### src/sv/gs1d_pkg.sv
package gs1d_pkg;

  // Register map
  localparam int unsigned NUM_WEIGHTS = 7;
  localparam int unsigned CFG_IDX_W   = 3;
  localparam int unsigned WEIGHT_W    = 17;
  localparam int unsigned RADIUS_W    = 3;
  localparam int unsigned WSEL_W      = 3;

  localparam logic [CFG_IDX_W-1:0] REG_RADIUS        = 3'd0;
  localparam logic [CFG_IDX_W-1:0] REG_WEIGHT_CENTER = 3'd1;
  localparam logic [CFG_IDX_W-1:0] REG_WEIGHT_SIX    = 3'd7;

  localparam logic [WEIGHT_W-1:0] WEIGHT_UNITY = 17'h10000;

  // Q1.16 rounding
  localparam int unsigned FRAC_BITS  = 16;
  localparam int unsigned ROUND_HALF = 32768;

  typedef logic [NUM_WEIGHTS-1:0][WEIGHT_W-1:0] weight_arr_t;

  // Controller to datapath
  typedef struct packed {
    logic fill;        // first word of a vector: fill the whole window
    logic push;        // shift in the accepted word
    logic flush_push;  // replicate the newest sample past the end
    logic mac_start;   // clear accumulator, snapshot window
    logic mac_step;    // one tap pair per cycle
    logic emit;        // load the output register
    logic final_flag;  // word carries the end-of-vector mark
  } gs1d_cmd_t;

  // Datapath to controller
  typedef struct packed {
    logic out_free;    // output register can take a word this cycle
    logic k_last;      // current tap is the outermost one
  } gs1d_sts_t;

endpackage

### src/sv/gs1d_regs.sv
module gs1d_regs
  import gs1d_pkg::*;
#(
  parameter int unsigned MAX_RADIUS = 6,
  parameter int unsigned CNT_W      = $clog2(MAX_RADIUS + 2)
) (
  input  logic                 clk_i,
  input  logic                 rst_ni,
  input  logic                 cfg_valid_i,
  input  logic [CFG_IDX_W-1:0] cfg_index_i,
  input  logic [WEIGHT_W-1:0]  cfg_data_i,
  output logic [CNT_W-1:0]     radius_o,
  output weight_arr_t          weights_o
);

  logic [RADIUS_W-1:0] radius_q;
  weight_arr_t         weights_q;

  always_ff @(posedge clk_i or negedge rst_ni) begin
    if (!rst_ni) begin
      radius_q  <= '0;
      // center weight at unity, all other taps zero
      weights_q <= weight_arr_t'(WEIGHT_UNITY);
    end else if (cfg_valid_i) begin
      if (cfg_index_i == REG_RADIUS) begin
        radius_q <= cfg_data_i[RADIUS_W-1:0];
      end else begin
        // every other index selects one of the seven weights
        weights_q[WSEL_W'(cfg_index_i - REG_WEIGHT_CENTER)] <= cfg_data_i;
      end
    end
  end

  // Clamp oversize radius to the built window
  always_comb begin
    if (32'(radius_q) > MAX_RADIUS) begin
      radius_o = CNT_W'(MAX_RADIUS);
    end else begin
      radius_o = CNT_W'(radius_q);
    end
  end

  assign weights_o = weights_q;

endmodule

### src/sv/gs1d_ctrl.sv
module gs1d_ctrl
  import gs1d_pkg::*;
#(
  parameter int unsigned MAX_RADIUS = 6,
  parameter int unsigned CNT_W      = $clog2(MAX_RADIUS + 2)
) (
  input  logic             clk_i,
  input  logic             rst_ni,
  input  logic             in_valid_i,
  input  logic             vector_end_i,
  output logic             in_ready_o,
  input  logic [CNT_W-1:0] radius_i,
  input  gs1d_sts_t        sts_i,
  output gs1d_cmd_t        cmd_o
);

  typedef enum logic [4:0] {
    S_IDLE  = 5'b00001,
    S_CHECK = 5'b00010,
    S_MAC   = 5'b00100,
    S_EMIT  = 5'b01000,
    S_FLUSH = 5'b10000
  } state_e;

  localparam logic [CNT_W-1:0] COUNT_MAX = CNT_W'(MAX_RADIUS + 1);

  state_e           state_q, state_d;
  logic [CNT_W-1:0] seen_q, seen_d;
  logic [CNT_W-1:0] flush_q, flush_d;
  logic             start_q, start_d;
  logic             last_q, last_d;
  logic [CNT_W-1:0] seen_inc;

  assign seen_inc = (seen_q == COUNT_MAX) ? seen_q : seen_q + CNT_W'(1);

  always_comb begin
    state_d = state_q;
    seen_d  = seen_q;
    flush_d = flush_q;
    start_d = start_q;
    last_d  = last_q;
    cmd_o   = '0;
    in_ready_o = 1'b0;
    cmd_o.final_flag = last_q && (flush_q == '0);

    case (state_q)
      S_IDLE: begin
        in_ready_o = 1'b1;
        if (in_valid_i) begin
          cmd_o.fill = start_q;
          cmd_o.push = !start_q;
          seen_d  = start_q ? CNT_W'(1) : seen_inc;
          start_d = 1'b0;
          last_d  = vector_end_i;
          flush_d = radius_i;
          state_d = S_CHECK;
        end
      end
      S_CHECK: begin
        if (seen_q > radius_i) begin
          if (radius_i == '0) begin
            state_d = S_EMIT;
          end else begin
            cmd_o.mac_start = 1'b1;
            state_d = S_MAC;
          end
        end else if (last_q && (flush_q != '0)) begin
          state_d = S_FLUSH;
        end else begin
          if (last_q) begin
            start_d = 1'b1;
            seen_d  = '0;
          end
          state_d = S_IDLE;
        end
      end
      S_MAC: begin
        cmd_o.mac_step = 1'b1;
        if (sts_i.k_last) begin
          state_d = S_EMIT;
        end
      end
      S_EMIT: begin
        if (sts_i.out_free) begin
          cmd_o.emit = 1'b1;
          if (last_q && (flush_q != '0)) begin
            state_d = S_FLUSH;
          end else begin
            if (last_q) begin
              start_d = 1'b1;
              seen_d  = '0;
            end
            state_d = S_IDLE;
          end
        end
      end
      S_FLUSH: begin
        cmd_o.flush_push = 1'b1;
        flush_d = flush_q - CNT_W'(1);
        seen_d  = seen_inc;
        state_d = S_CHECK;
      end
      default: begin
        state_d = S_IDLE;
      end
    endcase
  end

  always_ff @(posedge clk_i or negedge rst_ni) begin
    if (!rst_ni) begin
      state_q <= S_IDLE;
      seen_q  <= '0;
      flush_q <= '0;
      start_q <= 1'b1;
      last_q  <= 1'b0;
    end else begin
      state_q <= state_d;
      seen_q  <= seen_d;
      flush_q <= flush_d;
      start_q <= start_d;
      last_q  <= last_d;
    end
  end

endmodule

### src/sv/gs1d_dp.sv
module gs1d_dp
  import gs1d_pkg::*;
#(
  parameter int unsigned MAX_RADIUS  = 6,
  parameter int unsigned SAMPLE_BITS = 16,
  parameter int unsigned CNT_W       = $clog2(MAX_RADIUS + 2)
) (
  input  logic                          clk_i,
  input  logic                          rst_ni,
  input  logic signed [SAMPLE_BITS-1:0] sample_in_i,
  input  logic [CNT_W-1:0]              radius_i,
  input  weight_arr_t                   weights_i,
  input  gs1d_cmd_t                     cmd_i,
  output gs1d_sts_t                     sts_o,
  output logic                          out_valid_o,
  input  logic                          out_ready_i,
  output logic signed [SAMPLE_BITS-1:0] sample_out_o,
  output logic                          final_out_o
);

  localparam int unsigned WIN    = 2 * MAX_RADIUS + 1;
  localparam int unsigned IDX_W  = $clog2(2 * MAX_RADIUS + 2);
  localparam int unsigned PAIR_W = SAMPLE_BITS + 1;
  localparam int unsigned PROD_W = PAIR_W + WEIGHT_W + 1;
  localparam int unsigned ACC_W  = SAMPLE_BITS + 22;

  localparam logic signed [ACC_W-1:0] SAT_MAX =
    ACC_W'((64'sd1 <<< (SAMPLE_BITS - 1)) - 64'sd1);
  localparam logic signed [ACC_W-1:0] SAT_MIN = -SAT_MAX - ACC_W'(1);

  logic signed [SAMPLE_BITS-1:0] window_q [WIN];
  logic signed [SAMPLE_BITS-1:0] lo_q     [WIN];
  logic signed [ACC_W-1:0]       acc_q;
  logic [CNT_W-1:0]              k_q;
  logic signed [SAMPLE_BITS-1:0] out_data_q;
  logic                          out_final_q;
  logic                          out_valid_q;

  logic [IDX_W-1:0]              ctr_idx;
  logic [IDX_W-1:0]              hi_idx;
  logic signed [SAMPLE_BITS-1:0] lo_rd;
  logic signed [SAMPLE_BITS-1:0] hi_rd;
  logic signed [PAIR_W-1:0]      pair;
  logic [WEIGHT_W-1:0]           w_sel;
  logic signed [PROD_W-1:0]      prod;
  logic signed [ACC_W-1:0]       rnd;
  logic signed [ACC_W-1:0]       quo;
  logic signed [SAMPLE_BITS-1:0] sat_val;

  // Lower tap walks down the snapshot by shifting it, upper tap reads the window
  assign ctr_idx = IDX_W'(radius_i);
  assign hi_idx  = ctr_idx + IDX_W'(k_q);
  assign lo_rd   = lo_q[ctr_idx];
  assign hi_rd   = window_q[hi_idx];
  assign w_sel   = weights_i[WSEL_W'(k_q)];

  always_comb begin
    if (k_q == '0) begin
      pair = PAIR_W'(lo_rd);
    end else begin
      pair = PAIR_W'(lo_rd) + PAIR_W'(hi_rd);
    end
  end

  assign prod = $signed({1'b0, w_sel}) * pair;

  // Round half up, then clamp
  assign rnd = acc_q + ACC_W'(ROUND_HALF);
  assign quo = rnd >>> FRAC_BITS;

  always_comb begin
    if (quo > SAT_MAX) begin
      sat_val = SAT_MAX[SAMPLE_BITS-1:0];
    end else if (quo < SAT_MIN) begin
      sat_val = SAT_MIN[SAMPLE_BITS-1:0];
    end else begin
      sat_val = quo[SAMPLE_BITS-1:0];
    end
  end

  always_ff @(posedge clk_i) begin
    if (cmd_i.fill) begin
      for (int i = 0; i < WIN; i++) begin
        window_q[i] <= sample_in_i;
      end
    end else if (cmd_i.push || cmd_i.flush_push) begin
      for (int i = 1; i < WIN; i++) begin
        window_q[i] <= window_q[i-1];
      end
      if (cmd_i.push) begin
        window_q[0] <= sample_in_i;
      end
    end

    if (cmd_i.mac_start) begin
      lo_q  <= window_q;
      acc_q <= '0;
      k_q   <= '0;
    end else if (cmd_i.mac_step) begin
      for (int i = 1; i < WIN; i++) begin
        lo_q[i] <= lo_q[i-1];
      end
      acc_q <= acc_q + ACC_W'(prod);
      k_q   <= k_q + CNT_W'(1);
    end

    if (cmd_i.emit) begin
      out_data_q  <= (radius_i == '0) ? window_q[0] : sat_val;
      out_final_q <= cmd_i.final_flag;
    end
  end

  always_ff @(posedge clk_i or negedge rst_ni) begin
    if (!rst_ni) begin
      out_valid_q <= 1'b0;
    end else if (cmd_i.emit) begin
      out_valid_q <= 1'b1;
    end else if (out_ready_i) begin
      out_valid_q <= 1'b0;
    end
  end

  assign sts_o.out_free = !out_valid_q || out_ready_i;
  assign sts_o.k_last   = (k_q == radius_i);

  assign out_valid_o  = out_valid_q;
  assign sample_out_o = out_data_q;
  assign final_out_o  = out_final_q;

endmodule

### src/sv/gaussian_smooth_1d_edge_replicate.sv
// Channel   Handshake              Payload
// --------  ---------------------  ------------------------------------------
// in        in_valid_i/in_ready_o  sample_in_i (signed), vector_end_i
// out       out_valid_o/out_ready_i sample_out_o (signed), final_out_o
// cfg       cfg_valid_i/cfg_ready_o cfg_index_i, cfg_data_i (radius, 7 weights)
//
// Work: each output word at radius r > 0 comes from a single multiply-accumulate
// that walks the center tap and the r tap pairs one per cycle; at radius 0 the
// newest sample is emitted without it.
// A word flagged vector_end adds r replicated-sample steps.
// Reset: radius 0, center weight 1.0, other weights 0; next word opens a vector.
// Stalls: a full output register holds the emit step; the next input word is
// taken as soon as the previous one is done, even while a result waits.
module gaussian_smooth_1d_edge_replicate
  import gs1d_pkg::*;
#(
  parameter int unsigned MAX_RADIUS  = 6,
  parameter int unsigned SAMPLE_BITS = 16
) (
  input  logic                          clk_i,
  input  logic                          rst_ni,
  input  logic                          in_valid_i,
  output logic                          in_ready_o,
  input  logic signed [SAMPLE_BITS-1:0] sample_in_i,
  input  logic                          vector_end_i,
  output logic                          out_valid_o,
  input  logic                          out_ready_i,
  output logic signed [SAMPLE_BITS-1:0] sample_out_o,
  output logic                          final_out_o,
  input  logic                          cfg_valid_i,
  output logic                          cfg_ready_o,
  input  logic [CFG_IDX_W-1:0]          cfg_index_i,
  input  logic [WEIGHT_W-1:0]           cfg_data_i
);

  localparam int unsigned CNT_W = $clog2(MAX_RADIUS + 2);

  logic [CNT_W-1:0] radius_eff;
  weight_arr_t      weights;
  gs1d_cmd_t        cmd;
  gs1d_sts_t        sts;

  // Config writes are always taken; the user must send them only while the block is idle (not enforced here)
  assign cfg_ready_o = 1'b1;

  gs1d_regs #(
    .MAX_RADIUS (MAX_RADIUS),
    .CNT_W      (CNT_W)
  ) u_regs (
    .clk_i       (clk_i),
    .rst_ni      (rst_ni),
    .cfg_valid_i (cfg_valid_i),
    .cfg_index_i (cfg_index_i),
    .cfg_data_i  (cfg_data_i),
    .radius_o    (radius_eff),
    .weights_o   (weights)
  );

  // Sequencer: window update, tap walk, emit, end-of-vector replication
  gs1d_ctrl #(
    .MAX_RADIUS (MAX_RADIUS),
    .CNT_W      (CNT_W)
  ) u_ctrl (
    .clk_i        (clk_i),
    .rst_ni       (rst_ni),
    .in_valid_i   (in_valid_i),
    .vector_end_i (vector_end_i),
    .in_ready_o   (in_ready_o),
    .radius_i     (radius_eff),
    .sts_i        (sts),
    .cmd_o        (cmd)
  );

  // Window, shared MAC, round/saturate and output register
  gs1d_dp #(
    .MAX_RADIUS  (MAX_RADIUS),
    .SAMPLE_BITS (SAMPLE_BITS),
    .CNT_W       (CNT_W)
  ) u_dp (
    .clk_i        (clk_i),
    .rst_ni       (rst_ni),
    .sample_in_i  (sample_in_i),
    .radius_i     (radius_eff),
    .weights_i    (weights),
    .cmd_i        (cmd),
    .sts_o        (sts),
    .out_valid_o  (out_valid_o),
    .out_ready_i  (out_ready_i),
    .sample_out_o (sample_out_o),
    .final_out_o  (final_out_o)
  );

  // One word in flight: ready drops right after a word is taken
  a_one_in_flight: assert property (@(posedge clk_i) disable iff (!rst_ni)
    (in_valid_i && in_ready_o) |=> !in_ready_o)
    else $error("input taken while previous word still in work");

  // Never overwrite a result that has not been taken
  a_emit_free: assert property (@(posedge clk_i) disable iff (!rst_ni)
    cmd.emit |-> (!out_valid_o || out_ready_i))
    else $error("emit into occupied output register");

  // Tap walk only runs for a real kernel
  a_mac_radius: assert property (@(posedge clk_i) disable iff (!rst_ni)
    cmd.mac_step |-> (radius_eff != '0))
    else $error("tap walk at radius zero");

  // A final word leaves the block waiting for a new vector
  a_final_idle: assert property (@(posedge clk_i) disable iff (!rst_ni)
    (cmd.emit && cmd.final_flag) |=> in_ready_o)
    else $error("block not idle after final word");

endmodule
### config.mk
export PLATFORM = sky130hd
export DESIGN_NAME = gaussian_smooth_1d_edge_replicate
export DESIGN_NICKNAME = d
export VERILOG_FILES = /design/src/sv/gs1d_pkg.sv /design/src/sv/gs1d_regs.sv /design/src/sv/gs1d_ctrl.sv /design/src/sv/gs1d_dp.sv /design/src/sv/gaussian_smooth_1d_edge_replicate.sv
export SDC_FILE = /design/constraint.sdc
export NUM_CORES = 2
export LEC_CHECK = 0
export BUFFER_PORTS_ARGS = -buffer_cell sky130_fd_sc_hd__buf_2
export CORE_MARGIN = 10
export CORE_UTILIZATION = 30
export DETAILED_ROUTE_END_ITERATION = 10
export PLACE_DENSITY = 0.52
export SLEW_MARGIN = 20
export SYNTH_ARGS = -nofsm -noshare
export SYNTH_HDL_FRONTEND = slang
export SYNTH_SLANG_ARGS = --single-unit
### constraint.sdc
create_clock -name clk_i -period 31.3 [get_ports clk_i]
set_input_delay 0 -clock clk_i [delete_from_list [all_inputs] [get_ports clk_i]]
set_output_delay 0 -clock clk_i [all_outputs]
set_load 0.01 [all_outputs]
==> reports/summary.txt <==
# rows: 127
layout cells sized above 1: 0.117
vias in the first global route: 25392
placed insts: 4938
final wirelength: 97.5 mm
Syn Area/Cell: 10.6 um2
status: complete, no violations
Worst Path Buf+Inv: 7
Seq/Total Area, Yosys: 0.400
routability cong.: 0.840
clk slew on worst S/H paths: 60 ps
post_cts resized: 0
global-route wire length before repair: 152 mm
Hold Slack: 69.9 ps
DR top layer: met4
Metal-1 WL: 45.9 mm
Area contributors post-synth: edfxtp_1 (28%), fa_1 (15%), dfrtp_1 (9.2%)
RSZ-0062 raised after global routing: false
global route total overflow: 0
share of the synthesized area in the top cell type: 0.283
die width: 367 um
Clock Skew: 53.3 ps
DP Area: 38100 um2
Remaining DRCs: 0
fmax: 82.2 MHz
delay-heaviest family, CP: adder cells
final setup fails: 0
Post-Route Setup TNS: 0 ps
GRT Resource Usage Total: 0.143
crit start category: register
final hold violation count: 0
Die ar.: 134000 um2
Die H: 367 um
fill cell count: 12217
Synth Register Bits: 516
CP peak stage delay: 1150 ps
initial drt markers: 1741
htree depth: 2
crit end category: register
Ys Warns: 0
Routed WL per cell: 19.2 um
post-synth net total: 3863
Routed Antenna Nets: 0
CP arrival: 12720 ps
# IOs: 62
crit path time final: 12170 ps
Synth area leader: edfxtp_1
crit path max fanout: 34
EDFF count, synth: 339
via count: 24703
critical path class: reg2reg
pin count of the biggest net entering global routing: 99
design area: 40300 um2
Clk Latency, worst-skew pair: 650 ps
nets@finish: 3892
Crit path required time: 31850 ps
Area growth, synth to finish: 11.9%
Cells after Synth: 3398
worst-margin pin slew: 1140 ps
Slew Limit Fails: 0
slew margin rel.: 0.243
Hold Crit Class: in2reg
setup bufs post-CTS: 0
DR WL met3: 4.57 mm
Worst path slowest cell: fa_4
TritonRoute pass-1 iters: 5
CTS tree: done
Post-CTS Hold Fix Bufs: 42
fin cells: 5084
Syn Std Cell Area: 36000 um2
ANT cells: 0
library cells used by synthesis: 76
clk buf depth: 3
post-DP HPWL: 68.4 mm
clock buffer count from CTS: 57
CTS root buffer: clkbuf_16
ys async rst share: 0.264
ys flop type: edfxtp_1
Max-Cap Viols: 0
Routed met2 length: 44.4 mm
Initial Util: 0.301
Via-to-Cell Ratio: 4.86
final worst-path cycle share: 0.389
initial antenna violation count: 1
port bufs: 60
Clock Sinks: 516
core region area: 120000 um2
-- cell families (layout without fill, tap and decap cells) --
kind of cell,Yosys count,count (layout),share of synthesized area
AND/OR/NAND/NOR,997,997,0.117
flip-flops,516,516,0.400
buffers and inverters,571,645,0.0609
multiplexers,258,258,0.0993
adder cells (fa/ha/maj),423,423,0.201
other,1,1,0.000104
AO/OA/AOI/OAI,569,569,0.106
XOR/XNOR,63,63,0.0153
-- worst register-to-register path: cells and delay by family (launching register included) --
family	cells	cell delay (ps)
AOI/OAI and AO/OA	10	2670
xor gates and xnor gates	1	190
adders and majority gates	10	5120
DFF	1	590
and+or+nand+nor	8	2080
muxes	1	590
buffers and inverters	7	850
-- Yosys cell counts (24+ instances only) --
master    number
nand2_1      561
inv_1        388
edfxtp_1     339
fa_1         261
a21o_1       229
nor2_1       227
ha_1         162
clkbuf_1     136
dfrtp_1      133
a21oi_1      132
mux2_2       113
mux2i_1       67
mux4_2        67
o21ai_0       49
nand3_1       42
dfxtp_1       41
xnor2_1       41
nor3_1        33
buf_2         28
a211oi_1      26
a31oi_1       26
and3_1        25
o21a_1        24
o21ai_1       24
-- cell type report --
cell class	instances	area [um2]	share of cell area
multi-input cells	2311	19600	0.485
repair buffers	151	1120	0.0278
inverters	390	1470	0.0364
clock inverters	25	189	0.00469
flip-flops and latches	516	14400	0.358
clock buffers	79	1530	0.0379
well taps	1612	2020	0.0501
-- metal layers --
layer / GRT usage / vias up
met3: 0.0231 / 128
met5: 0 / -
li1: - / 11551
met1: 0.198 / 12541
met4: 0.0386 / 0
met2: 0.228 / 483
-- final timing paths --
check                                          startpoint  slack [ps]                          endpoint  cells after the start
min in group asynchronous                          rst_ni         490        u_ctrl.start_q$_DFFE_PN1P_                      3
max reg2reg                u_regs.radius_q[0]$_DFFE_PN0P_       19130       u_dp.acc_q[37]$_SDFFE_PP0P_                     37
min                                       sample_in_i[14]          70      u_dp.window_q[206]$_DFFE_PP_                      2
min reg2reg                    u_dp.acc_q[0]$_SDFFE_PP0P_         460        u_dp.acc_q[0]$_SDFFE_PP0P_                      2
max in group asynchronous                          rst_ni       30000  u_regs.weights_o[67]$_DFFE_PN0P_                      4
max                        u_regs.radius_q[0]$_DFFE_PN0P_       19130       u_dp.acc_q[37]$_SDFFE_PP0P_                     37
-- metrics by stage --
| stage | setup WS (ps) | util |
|---|---|---|
| after global placement | 19340 | 0.319 |
| after CTS | 19180 | 0.337 |
| final | 19130 | 0.337 |
| after detailed placement | 19280 | 0.319 |
| after global routing | 18400 | 0.337 |
| after floorplan | 20560 | - |
-- placed cells by master, fill, tap and decap left out, types with 6 or more instances in the layout --
| cell type | Yosys | routed |
|---|---|---|
| nor3_1 | 33 | 32 |
| and2_1 | 16 | 16 |
| a21o_1 | 229 | 229 |
| dlygate4sd3_1 | 0 | 41 |
| dfxtp_1 | 41 | 38 |
| and3_1 | 25 | 25 |
| dfrtp_1 | 133 | 131 |
| a31oi_1 | 26 | 26 |
| clkbuf_16 | 0 | 57 |
| nand2_1 | 561 | 558 |
| ha_1 | 162 | 161 |
| mux2i_1 | 67 | 67 |
| nor2_1 | 227 | 227 |
| or2_1 | 9 | 9 |
| xor2_1 | 22 | 21 |
| nand4_1 | 9 | 9 |
| xnor2_1 | 41 | 40 |
| a21oi_1 | 132 | 125 |
| o21a_1 | 24 | 24 |
| nor4_1 | 6 | 6 |
| a211oi_1 | 26 | 26 |
| o211ai_1 | 20 | 20 |
| edfxtp_1 | 339 | 339 |
| buf_4 | 4 | 47 |
| clkbuf_1 | 136 | 20 |
| fa_1 | 261 | 260 |
| nand2b_1 | 23 | 22 |
| inv_1 | 388 | 387 |
| o21ai_0 | 49 | 49 |
| clkinv_2 | 0 | 7 |
| mux2_1 | 10 | 10 |
| nor2b_1 | 22 | 22 |
| nand3_1 | 42 | 42 |
| buf_2 | 28 | 59 |
| mux2_2 | 113 | 113 |
| clkinv_1 | 1 | 15 |
| mux4_2 | 67 | 67 |
| o21ai_1 | 24 | 23 |
| a21oi_2 | 2 | 7 |
-- state kept, by name (all words and copies together), names as in the netlist --
name               flops
u_dp.sample_out_o     16
u_ctrl.start_q         1
u_ctrl.state_q         5
u_ctrl.flush_q         3
u_ctrl.last_q          1
u_dp.lo_q            114
u_dp.out_valid_o       1
u_regs.radius_q        3
u_ctrl.seen_q          3
u_dp.k_q               3
u_dp.acc_q            38
u_dp.window_q        208
u_regs.weights_o     119
u_dp.final_out_o       1
Power is not shown: default switching activity piles up to over one toggle a cycle in this logic, so the estimate is an artifact.
